===== src/sv/sopm_ram.sv =====
// shared observation pair matcher: generic simple dual-port ram
// one write port, one read port with registered read data
// no dependencies
module sopm_ram #(
	parameter int WIDTH = 8,
	parameter int DEPTH = 16
) (
	input  logic                     clk,
	input  logic                     we,
	input  logic [$clog2(DEPTH)-1:0] waddr,
	input  logic [WIDTH-1:0]         wdata,
	input  logic [$clog2(DEPTH)-1:0] raddr,
	output logic [WIDTH-1:0]         rdata
);

	logic [WIDTH-1:0] mem [DEPTH];

	// write port and registered read
	always_ff @(posedge clk) begin
		if (we) begin
			mem[waddr] <= wdata;
		end
		rdata <= mem[raddr];
	end

endmodule


===== config.mk =====
export PLATFORM = sky130hd
export DESIGN_NAME = sopm_ram
export DESIGN_NICKNAME = d
export VERILOG_FILES = /design/src/sv/sopm_ram.sv
export SDC_FILE = /design/constraint.sdc
export NUM_CORES = 1
export LEC_CHECK = 0
export BUFFER_PORTS_ARGS = -buffer_cell sky130_fd_sc_hd__buf_2
export CORE_MARGIN = 5
export CORE_UTILIZATION = 60
export DETAILED_ROUTE_END_ITERATION = 6
export PLACE_DENSITY_LB_ADDON = 0.25
export SYNTH_ARGS = -nofsm -noshare
export SYNTH_HDL_FRONTEND = slang
export SYNTH_SLANG_ARGS = --single-unit
export TNS_END_PERCENT = 20

===== constraint.sdc =====
create_clock -name clk -period 2.1 [get_ports clk]
set_input_delay 0 -clock clk [delete_from_list [all_inputs] [get_ports clk]]
set_output_delay 0 -clock clk [all_outputs]
set_load 0.05 [all_outputs]

### Yosys cells after proc, flatten, opt, wreduce, memory -nomap -nowiden

Memory sizes are Yosys's and may differ from the RTL's. A register that Yosys moved wholly into a read port is not among the register bits.
Index checks and enable logic that the tools add are counted.

* input port bits: 18
* output and inout bits: 8
* word-level logic and storage cells: 3
* bits in writable memories: 128
* memories kept: 1
* register bits: 0

Memory list
* mem: words 16, width 8, read ports 1, clocked after Yosys merged registers in 1, wr ports 1, RTL line 16 `logic [WIDTH-1:0] mem [DEPTH];`

* muxes and demuxes: 2

Operators with widths (number)
* 2-to-1 mux 1 bit: 2

### Longest topological paths before layout

Gate-level depths: netlist of the first run.

* word-level depth: 2
* gate-level depth with buffers: 5
* gate-level depth less buffers: 3

### Worst setup path before layout of the first run

OpenSTA, ideal clock, no wires.

* path type: in2reg
* start point: in waddr[2]
* end point: mem mem[0][0] (enable)
* path buffers: 0
* arrival time: 1110 ps
* path slack: 607 ps
* library setup time: 383 ps
* stages: 2
* data required time: 1717 ps
* cell sequence: or3b_2 > nor3_1

RTL lines
* from (decl): RTL line 10 `input logic [$clog2(DEPTH)-1:0] waddr,`
* to (decl): RTL line 16

No word-level cell before the write port.

### Worst setup path in the final report of the first run

* start point: in waddr[0]
* end point: mem mem[4][3] (enable)

No word-level cell before the write port.

==> summary.txt, run 1 <==
Layout net count - 308
Bufs on Longest Clock Path - 2
Initial antenna violation count - 0
First-pass GRT wire length - 15120 um
Starting Density - 62.02%
Setup WS pre-CTS - 0.5307 ns
Total negative slack - 0 ns
Ports - 26
Filler instances - 474
Register area share after synthesis - 77.78%
Total Wirelength - 9588 um
Syn_area_per_cell - 22.48 um2
Chip height - 102.6 um
Num CTS Buffers - 17
Yosys cell types - 19
Setup ws final - 0.6780 ns
Initial DRC count - 218
Fin crit share - 67.72%
Grt total ovfl - 0
CTS tree - built
H-tree Lvls - 4
Pin count of the biggest net entering global routing - 33
Clock sink count - 136
Fin. max-slew vios - 0
Syn nets - 247
Cell count after synthesis - 229
Placer congestion estimate - 0.7606
Worst Hold Depth - 3
Clk pin slew, worst setup/hold paths - 0.06 ns
Die area - 10530 um2
Rows - 33
Post-DP HPWL - 6029 um
R2R Setup Slk - 0.71 ns
Port-buffer cells - 25
Unrepaired setup endpoints after global routing - no
Final worst path period need - 1.422 ns
Post-layout util - 74.10%
Syn. warnings - 0
Area delta synth->final - 19.47%
Startpoint Class - input port
DRT Pass-1 Iters - 4
Core area - 8299 um2
Highest clock rate - 0.7032 GHz
Hold Path End - mem[6][3]$_DFFE_PP_
Total track usage - 20.74%
Pwr dens - 1027 nW/um2
Share of layout cells above drive strength 1 - 30.03%
Worst min path class - input port to register
Die width - 102.6 um
Antenna cells - 0
Maximum fanout along the worst path - 7
Most common cell after layout, fill and taps aside - edfxtp_1
Critical Path End Type - register
Vias after detailed routing - 2438
MaxCap Viol Count - 0
FF-to-FF End - rdata[3]$_DFF_P_
Final ANT Viol Nets - 0
Arrival time worst endpoint - 1.63 ns
Hold Path Origin - waddr[2]
Wirelength per Cell - 23.50 um
DR vias/cell - 5.975
#FFs+latches synth - 136
# Post-CTS Setup Buffers - 0
WS Path Type - input port to register
DRC viols - 0
Clk Latency, worst-skew pair - 0.51 ns
Root Buffer - clkbuf_8
Slew @ Worst Pin - 0.7681 ns
Relative slew slack - 48.61%
Critical R2R Launch - mem[0][3]$_DFFE_PP_
Clock Skews - 0.006769 ns
Setup violators final - 0
R2r worst-path depth - 3
Vias in the first global route - 2610
Outcome - complete, no violations
VDD IR max - 0.0005546 V
Static leakage - 2.101 nW
Mapped cell area - 5147 um2
Final hold slack - 0.05170 ns
Final Hold Vio Count - 0
Worst Path Required - 2.31 ns
Commonest cells after routing, fill and taps aside - edfxtp_1, buf_2, mux4_2
worst max path at each step:
stage | from | to | slack (ns) | cells after the start
2_1_floorplan | waddr[2] | mem[0][0]$_DFFE_PP_ | 0.61 | 2
3_3_place_gp | raddr[1] | rdata[0]$_DFF_P_ | 0.59 | 5
3_5_place_dp | raddr[1] | rdata[0]$_DFF_P_ | 0.53 | 5
6_report | waddr[0] | mem[4][3]$_DFFE_PP_ | 0.68 | 4
4_1_cts | mem[0][3]$_DFFE_PP_ | rdata[3]$_DFF_P_ | 0.71 | 3
5_1_grt | waddr[0] | mem[4][3]$_DFFE_PP_ | 0.66 | 4
sequential cells by signal, indices dropped and copies added (netlist names):
name / count
rdata: 8
mem: 128
what timing repair did:
item / 4_1_cts / 5_1_grt
gates resized for setup: 0 / 0
hold endpoints to repair: 131 / 0
hold buffers: 10 / 0
layer usage:
layer	wire length (um)	share of wire (%)	global-route usage, %
met5	0	0	0
met4	69	0.72	7.164
met3	793	8.3	5.954
met2	4686	49	31.73
met1	4039	42	29.21
area by class of cell:
class                           instances  area (um2)  area share [%]
Tap cell                              105       131.4           2.136
Timing Repair Buffer                   52       365.4           5.941
Sequential cell                       136        4004           65.11
Clock buffer                           19       421.7           6.857
Clock inverter                         13       170.2           2.767
Multi-Input combinational cell         83        1057           17.19
cells in the mapped netlist:
| library cell | count | share of area (%) |
|---|---|---|
| dfxtp_1 | 8 | 3.1 |
| nand3_1 | 1 | 0.097 |
| mux4_2 | 18 | 7.9 |
| mux4_1 | 14 | 7.1 |
| nor3_1 | 4 | 0.39 |
| buf_2 | 3 | 0.29 |
| nand3b_1 | 2 | 0.29 |
| and2b_1 | 1 | 0.15 |
| nor2b_1 | 1 | 0.12 |
| or3b_2 | 1 | 0.17 |
| a22oi_1 | 16 | 2.3 |
| nand2_1 | 9 | 0.66 |
| edfxtp_1 | 128 | 75 |
| nor2_1 | 13 | 0.95 |
| and2_1 | 1 | 0.12 |
| buf_4 | 1 | 0.15 |
| nand2b_1 | 2 | 0.24 |
| clkdlybuf4s25_2 | 3 | 0.58 |
| buf_6 | 3 | 0.66 |
worst max-delay path, stage by stage:
cell           delay [ns]
dlygate4sd3_1        0.52
buf_2                0.16
nor3_1               0.27
dlygate4sd3_1        0.68
power by group:
part,switching (mW),leakage (nW),total (mW),internal (mW)
logic,0.218,0.610,0.348,0.129
registers,0.0182,1.22,3.05,3.03
clock network,1.10,0.268,2.92,1.82
logic make-up (layout without fill, tap and decap cells):
family / Yosys count / in the layout / share of synthesized area, %
flip-flops: 136 / 136 / 77.78
AO/OA/AOI/OAI: 16 / 16 / 2.334
AND/OR/NAND/NOR: 35 / 35 / 3.184
multiplexers: 32 / 32 / 15.02
buffers and inverters: 10 / 84 / 1.677
metrics by stage:
stage | instance area, um2 | cells | total power, mW
finish | 6150 | 408 | 6.318
global route | 6150 | 408 | 6.520
CTS | 6150 | 408 | 6.355
detailed placement | 5458 | 366 | 3.446
global placement | 5458 | 366 | 3.433
floorplan | 5147 | 229 | 3.322
(Power assumes the default switching activity.)
==> run 2, diff against run 1 <==
Clock period 2.1 ns to 1.4 ns, I/O delays scaled along.
==> run 2 against run 1 <==
Against the previous run: via count is 2.6% higher; first-iteration DRC count is 15% higher; worst hold slack worse by 0.00064 ns; non-clock buffer count is 4 higher; register-to-register slack worse by 0.66 ns; global-route usage is 0.51 points higher; utilization is 0.32 points higher; sequential power is 50% higher; largest power group unchanged; critical path depth is 1 lower; clock power is 39% higher.
==> summary.txt, run 2 (synthesis gave the netlist of run 1 again) <==
Outcome - complete, no violations (unchanged)
Filler instances - 475 (was 474)
Clock share of power - 44.3% (was 46.2%)
Layout net count - 312 (was 308)
CTS tree - built (unchanged)
DR vias/cell - 6.085 (was 5.975)
Setup ws final - 0.04959 ns (was 0.6780 ns)
Worst setup startpoint - mem[3][4]$_DFFE_PP_ (was waddr[0])
WP depth - 3 (was 4)
Post-route cell area - 6176 um2 (was 6150 um2)
Area delta synth->final - 19.98% (was 19.47%)
Ports - 26 (unchanged)
Total track usage - 21.25% (was 20.74%)
Vias in the first global route - 2598 (was 2610)
Maximum fanout along the worst path - 1 (was 7)
Rows - 33 (unchanged)
Final worst path period need - 1.350 ns
Antenna cells - 0 (unchanged)
Worst Hold Depth - 3 (unchanged)
Die width - 102.6 um (unchanged)
Switch Pwr - 1.943 mW (was 1.335 mW)
Comb pwr share - 6.0% (was 5.5%)
Grt total ovfl - 0 (unchanged)
First-pass GRT wire length - 15240 um (was 15120 um)
Part of the power in registers - 49.8% (was 48.3%)
Critical R2R Launch - mem[3][4]$_DFFE_PP_ (was mem[0][3]$_DFFE_PP_)
Highest clock rate - 0.7405 GHz
Chip height - 102.6 um (unchanged)
Crit path to - rdata[4]$_DFF_P_ (was mem[4][3]$_DFFE_PP_)
Clock sink count - 136 (unchanged)
Share of layout cells above drive strength 1 - 32.68% (was 30.03%)
Pin count of the biggest net entering global routing - 23 (was 33)
Initial DRC count - 251 (was 218)
# Post-CTS Setup Buffers - 0 (unchanged)
Top reg by flops - mem (unchanged)
Critical Path End Type - register (unchanged)
Clk pin slew, worst setup/hold paths - 0.06 ns (about the same)
Most common cell after layout, fill and taps aside - edfxtp_1 (unchanged)
Unrepaired setup endpoints after global routing - no (unchanged)
Vias after detailed routing - 2501 (was 2438)
WS Path Type - register to register (was input port to register)
Bufs on Longest Clock Path - 2 (unchanged)
R2R Setup Slk - 0.05 ns (was 0.71 ns)
R2r worst-path depth - 3 (unchanged)
H-tree Lvls - 4 (unchanged)
CP max stage delay - 0.49 ns (was 0.68 ns)
Commonest cells after routing, fill and taps aside - edfxtp_1, buf_2, buf_4 (was edfxtp_1, buf_2, mux4_2)
Worst path slowest cell - mux4_2 (was dlygate4sd3_1)
Placed Instance Area - 5533 um2 (was 5458 um2)
Setup WS pre-CTS - -0.007682 ns (was 0.5307 ns)
Fin. max-slew vios - 0 (unchanged)
Multi-input gate area - 1079 um2 (was 1057 um2)
MaxCap Viol Count - 0 (unchanged)
FF-to-FF End - rdata[4]$_DFF_P_ (was rdata[3]$_DFF_P_)
Wirelength per Cell - 24.11 um (was 23.50 um)
VDD IR max - 0.0009859 V (was 0.0005546 V)
Clk Latency, worst-skew pair - 0.51 ns (about the same)
Core area - 8299 um2 (unchanged)
Starting Density - 62.02% (unchanged)
Startpoint Class - register (was input port)
Total Wirelength - 9910 um (was 9588 um)
DRC viols - 0 (unchanged)
Int Power - 7.261 mW (was 4.983 mW)
Placer congestion estimate - 0.7460 (was 0.7606)
Initial antenna violation count - 0 (unchanged)
Worst min path class - input port to register (unchanged)
Root Buffer - clkbuf_8 (unchanged)
Arrival time worst endpoint - 1.75 ns (was 1.63 ns)
Post-DP HPWL - 5897 um (was 6029 um)
Buf/Inv on CP - 0 (was 3)
Pwr dens - 1490 nW/um2 (was 1027 nW/um2)
Final Hold Vio Count - 0 (unchanged)
Worst Path Required - 1.79 ns (was 2.31 ns)
Slew @ Worst Pin - 0.8529 ns (was 0.7681 ns)
Clock Skews - 0.01192 ns (was 0.006769 ns)
Post-layout util - 74.42% (was 74.10%)
Switching share of power - 21.11% (was 21.13%)
Flip-flop count of the largest register after layout - 128 (unchanged)
Setup violators final - 0 (unchanged)
Biggest regs - mem (128), rdata (8) (unchanged)
Final ANT Viol Nets - 0 (unchanged)
Critical path, cell by cell - mux4_2, a22oi_2, nand2_1 (was dlygate4sd3_1, buf_2, nor3_1, dlygate4sd3_1)
Fin crit share - 96.46%
FF+latch area - 4004 um2 (unchanged)
Die area - 10530 um2 (unchanged)
Port-buffer cells - 25 (unchanged)
Relative slew slack - 43.02% (was 48.61%)
DRT Pass-1 Iters - 4 (unchanged)
Static leakage - 2.116 nW (was 2.101 nW)
Num CTS Buffers - 17 (unchanged)
Gate family responsible for the most delay along the worst path - multiplexers (was buffers and inverters)
run 2: cell count changes in the layout (fill, tap and decap cells not counted), sizes merged:
| cell | previous run | this run |
|---|---|---|
| dlygate4sd3 | 10 | 8 |
| clkbuf | 19 | 17 |
| clkinvlp | 6 | 4 |
| clkinv | 1 | 6 |
| inv | 3 | 2 |
| buf | 42 | 48 |
| bufinv | 3 | 2 |
run 2: layout make-up:
class                      count  area share, %
multi-input combinational     83          17.46
timing repair buffer          56          6.726
sequential                   136          64.83
tap                          105          2.127
clock buffer                  17          6.706
clock inverter                14          2.147
run 2: stage by stage:
stage | instances | setup TNS, ns | hold WS (ns) | power (mW)
after global routing | 411 | 0 | 0.05669 | 9.509
after detailed placement | 372 | -0.007682 | 0.3910 | 5.186
after global placement | 372 | 0 | 0.3827 | 5.174
after floorplan | 229 | 0 | 0.09887 | 4.983
after CTS | 411 | 0 | 0.03925 | 9.271
final | 411 | 0 | 0.05106 | 9.205
run 2: timing repair:
action	CTS	global route
hold endpoints to repair	128	0
hold buffers	8	0
endpoints found under the setup margin	2	2
gates resized for setup	2	3
run 2: power by group through the flow:
stage               Sequential, mW  Combinational, mW  Clock, mW
finish                        4.58              0.549       4.07
global route                  4.59              0.588       4.33
CTS                           4.58              0.549       4.14
detailed placement            4.67              0.520          0
global placement              4.66              0.513          0
floorplan                     4.75              0.231          0
run 2: routing by layer:
metal  track usage [%]  wire length (um)
met3             5.616               805
met2             34.16              5249
met4             8.274               110
met5                 0                 0
met1             28.26              3745
run 2: worst min-delay path, delay by kind of cell:
| kind | cells | cell delay, ns |
|---|---|---|
| buf+inv | 2 | 0.32 |
| simple gates | 1 | 0.06 |
run 2: worst min-delay path by stage:
| stage | endpoint | from | slack (ns) |
|---|---|---|---|
| 4_1_cts | mem[0][0]$_DFFE_PP_ | waddr[0] | 0.04 |
| 5_1_grt | mem[0][0]$_DFFE_PP_ | waddr[0] | 0.06 |
| 3_5_place_dp | mem[6][5]$_DFFE_PP_ | wdata[5] | 0.39 |
| 2_1_floorplan | mem[0][0]$_DFFE_PP_ | wdata[0] | 0.1 |
| 3_3_place_gp | mem[15][2]$_DFFE_PP_ | wdata[2] | 0.38 |
| 6_report | mem[0][0]$_DFFE_PP_ | waddr[0] | 0.05 |
==> run 3, diff against run 2 <==
Settings changed: CORE_ASPECT_RATIO from default to 0.9.
==> run 3 against run 2 <==
Against the previous run: sequential power barely moved; clock-buffer cell count rose by 2; utilization fell by 1.4 points; global-route usage fell by 0.52 points; critical endpoint is now rdata[0]$_DFF_P_; via count rose by 1.4%.
==> summary.txt, run 3 (synthesis gave the netlist of run 1 again) <==
Arrival time worst endpoint - 1.74 ns (was 1.75 ns)
Fin crit share - 96.76% (was 96.46%)
Fin. max-slew vios - 0 (unchanged)
Setup ws final - 0.04541 ns (was 0.04959 ns)
DRC viols - 0 (unchanged)
FF+latch area - 4004 um2 (unchanged)
Slew @ Worst Pin - 0.8317 ns (was 0.8529 ns)
Initial antenna violation count - 0 (unchanged)
Clock Skews - 0.004998 ns (was 0.01192 ns)
# Post-CTS Setup Buffers - 0 (unchanged)
Root Buffer - clkbuf_8 (unchanged)
Die area - 10530 um2 (about the same)
Worst Path Required - 1.79 ns (about the same)
Vias in the first global route - 2594 (was 2598)
Placer congestion estimate - 0.7666 (was 0.7460)
DR vias/cell - 6.009 (was 6.085)
Die width - 107.6 um (was 102.6 um)
Final Hold Vio Count - 0 (unchanged)
Startpoint Class - register (unchanged)
Worst setup startpoint - mem[6][0]$_DFFE_PP_ (was mem[3][4]$_DFFE_PP_)
Chip height - 97.87 um (was 102.6 um)
Num CTS Buffers - 17 (unchanged)
VDD IR max - 0.0008679 V (was 0.0009859 V)
Ports - 26 (unchanged)
Rows - 32 (was 33)
Multi-input gate area - 1067 um2 (was 1079 um2)
Total power - 9.570 mW (was 9.205 mW)
Share of layout cells above drive strength 1 - 30.69% (was 32.68%)
Setup violators final - 0 (unchanged)
CTS tree - built (unchanged)
Core area - 8488 um2 (was 8299 um2)
Highest clock rate - 0.7382 GHz (was 0.7405 GHz)
Clk pin slew, worst setup/hold paths - 0.06 ns (about the same)
Worst Hold Depth - 3 (unchanged)
Clock sink count - 136 (unchanged)
Post-route cell area - 6193 um2 (was 6176 um2)
Total Wirelength - 10160 um (was 9910 um)
Final worst path period need - 1.355 ns (was 1.350 ns)
Critical Path End Type - register (unchanged)
Flip-flop count of the largest register after layout - 128 (unchanged)
Critical R2R Launch - mem[6][0]$_DFFE_PP_ (was mem[3][4]$_DFFE_PP_)
Total negative slack - 0 ns (unchanged)
MaxCap Viol Count - 0 (unchanged)
Top reg by flops - mem (unchanged)
Pin count of the biggest net entering global routing - 33 (was 23)
Biggest regs - mem (128), rdata (8) (unchanged)
Initial DRC count - 170 (was 251)
H-tree Lvls - 4 (unchanged)
Hold Path Origin - waddr[1] (was waddr[0])
Antenna cells - 0 (unchanged)
Bufs on Longest Clock Path - 2 (unchanged)
WS Path Type - register to register (unchanged)
Layout Cells excl Fill - 422 (was 411)
DRT Pass-1 Iters - 6 (was 4)
Placed Cells incl. Taps - 382 (was 372)
Most common cell after layout, fill and taps aside - edfxtp_1 (unchanged)
Port-buffer cells - 25 (unchanged)
Unrepaired setup endpoints after global routing - no (unchanged)
Grt total ovfl - 0 (unchanged)
R2R Setup Slk - 0.05 ns (about the same)
Layout net count - 308 (was 312)
Starting Density - 60.64% (was 62.02%)
Wirelength per Cell - 24.07 um (was 24.11 um)
Clk Latency, worst-skew pair - 0.51 ns (about the same)
Post-layout util - 72.97% (was 74.42%)
Filler instances - 517 (was 475)
First-pass GRT wire length - 15370 um (was 15240 um)
Setup WS pre-CTS - 0.0004700 ns (was -0.007682 ns)
Area delta synth->final - 20.32% (was 19.98%)
Pwr dens - 1545 nW/um2 (was 1490 nW/um2)
Vias after detailed routing - 2536 (was 2501)
Final hold slack - 0.06478 ns (was 0.05106 ns)
Outcome - complete, no violations (unchanged)
Static leakage - 2.126 nW (was 2.116 nW)
Placed Instance Area - 5508 um2 (was 5533 um2)
Hold Path End - mem[0][5]$_DFFE_PP_ (was mem[0][0]$_DFFE_PP_)
Maximum fanout along the worst path - 1 (unchanged)
Commonest cells after routing, fill and taps aside - edfxtp_1, buf_2, mux4_2 (was edfxtp_1, buf_2, buf_4)
FF-to-FF End - rdata[0]$_DFF_P_ (was rdata[4]$_DFF_P_)
Worst min path class - input port to register (unchanged)
Final ANT Viol Nets - 0 (unchanged)
Post-DP HPWL - 6044 um (was 5897 um)
Relative slew slack - 44.44% (was 43.02%)
R2r worst-path depth - 3 (unchanged)
Total track usage - 20.74% (was 21.25%)
run 3: changes by cell type in the layout (fill, tap and decap cells not counted), moves of 2 or more:
| cell | before | now |
|---|---|---|
| a22oi_1 | 12 | 15 |
| a22oi_2 | 4 | 1 |
| buf_4 | 20 | 17 |
| clkinv_4 | 0 | 3 |
| bufinv_16 | 2 | 4 |
| clkbuf_1 | 0 | 2 |
| clkinv_1 | 4 | 2 |
| clkinvlp_4 | 4 | 2 |
| inv_6 | 2 | 0 |
run 3: critical path: stages, from the launching register on:
cell	delay (ns)
edfxtp_1	0.37
mux4_1	0.58
a22oi_2	0.20
nand2_1	0.09
run 3: power by group:
| group | internal, mW | switching (mW) | leakage, nW |
|---|---|---|---|
| Combinational | 0.200 | 0.337 | 0.615 |
| Clock | 2.88 | 1.58 | 0.287 |
| Sequential | 4.55 | 0.0257 | 1.22 |
| Total | 7.63 | 1.94 | 2.13 |
run 3: layer usage:
layer / share of wire, % / vias up / global-route usage, %
met5: 0 / - / 0
met1: 42 / 1294 / 30.19
met2: 48 / 131 / 31.12
li1: - / 1097 / -
met4: 1.1 / 0 / 6.505
met3: 8.2 / 14 / 5.750
run 3: layout make-up:
class | instances | area share (%)
repair buffers | 52 | 6.020
multi-input cells | 83 | 17.23
clock buffers | 19 | 6.808
clock inverters | 13 | 2.889
well taps | 119 | 2.404
flip-flops and latches | 136 | 64.65
run 3: repair_timing:
| action | CTS | global route |
|---|---|---|
| setup endpoints to repair | 0 | 1 |
| endpoints found under the hold margin | 128 | 0 |
| hold buffers | 8 | 0 |
| resized for setup | 0 | 1 |
run 3: worst max-delay path by stage:
stage	to	slack, ns
after global placement	rdata[1]$_DFF_P_	0.008
after detailed placement	rdata[1]$_DFF_P_	0.0005
after CTS	rdata[0]$_DFF_P_	0.04
after floorplan	mem[3][0]$_DFFE_PP_	0.13
final	rdata[0]$_DFF_P_	0.05
after global routing	rdata[3]$_DFF_P_	0.006
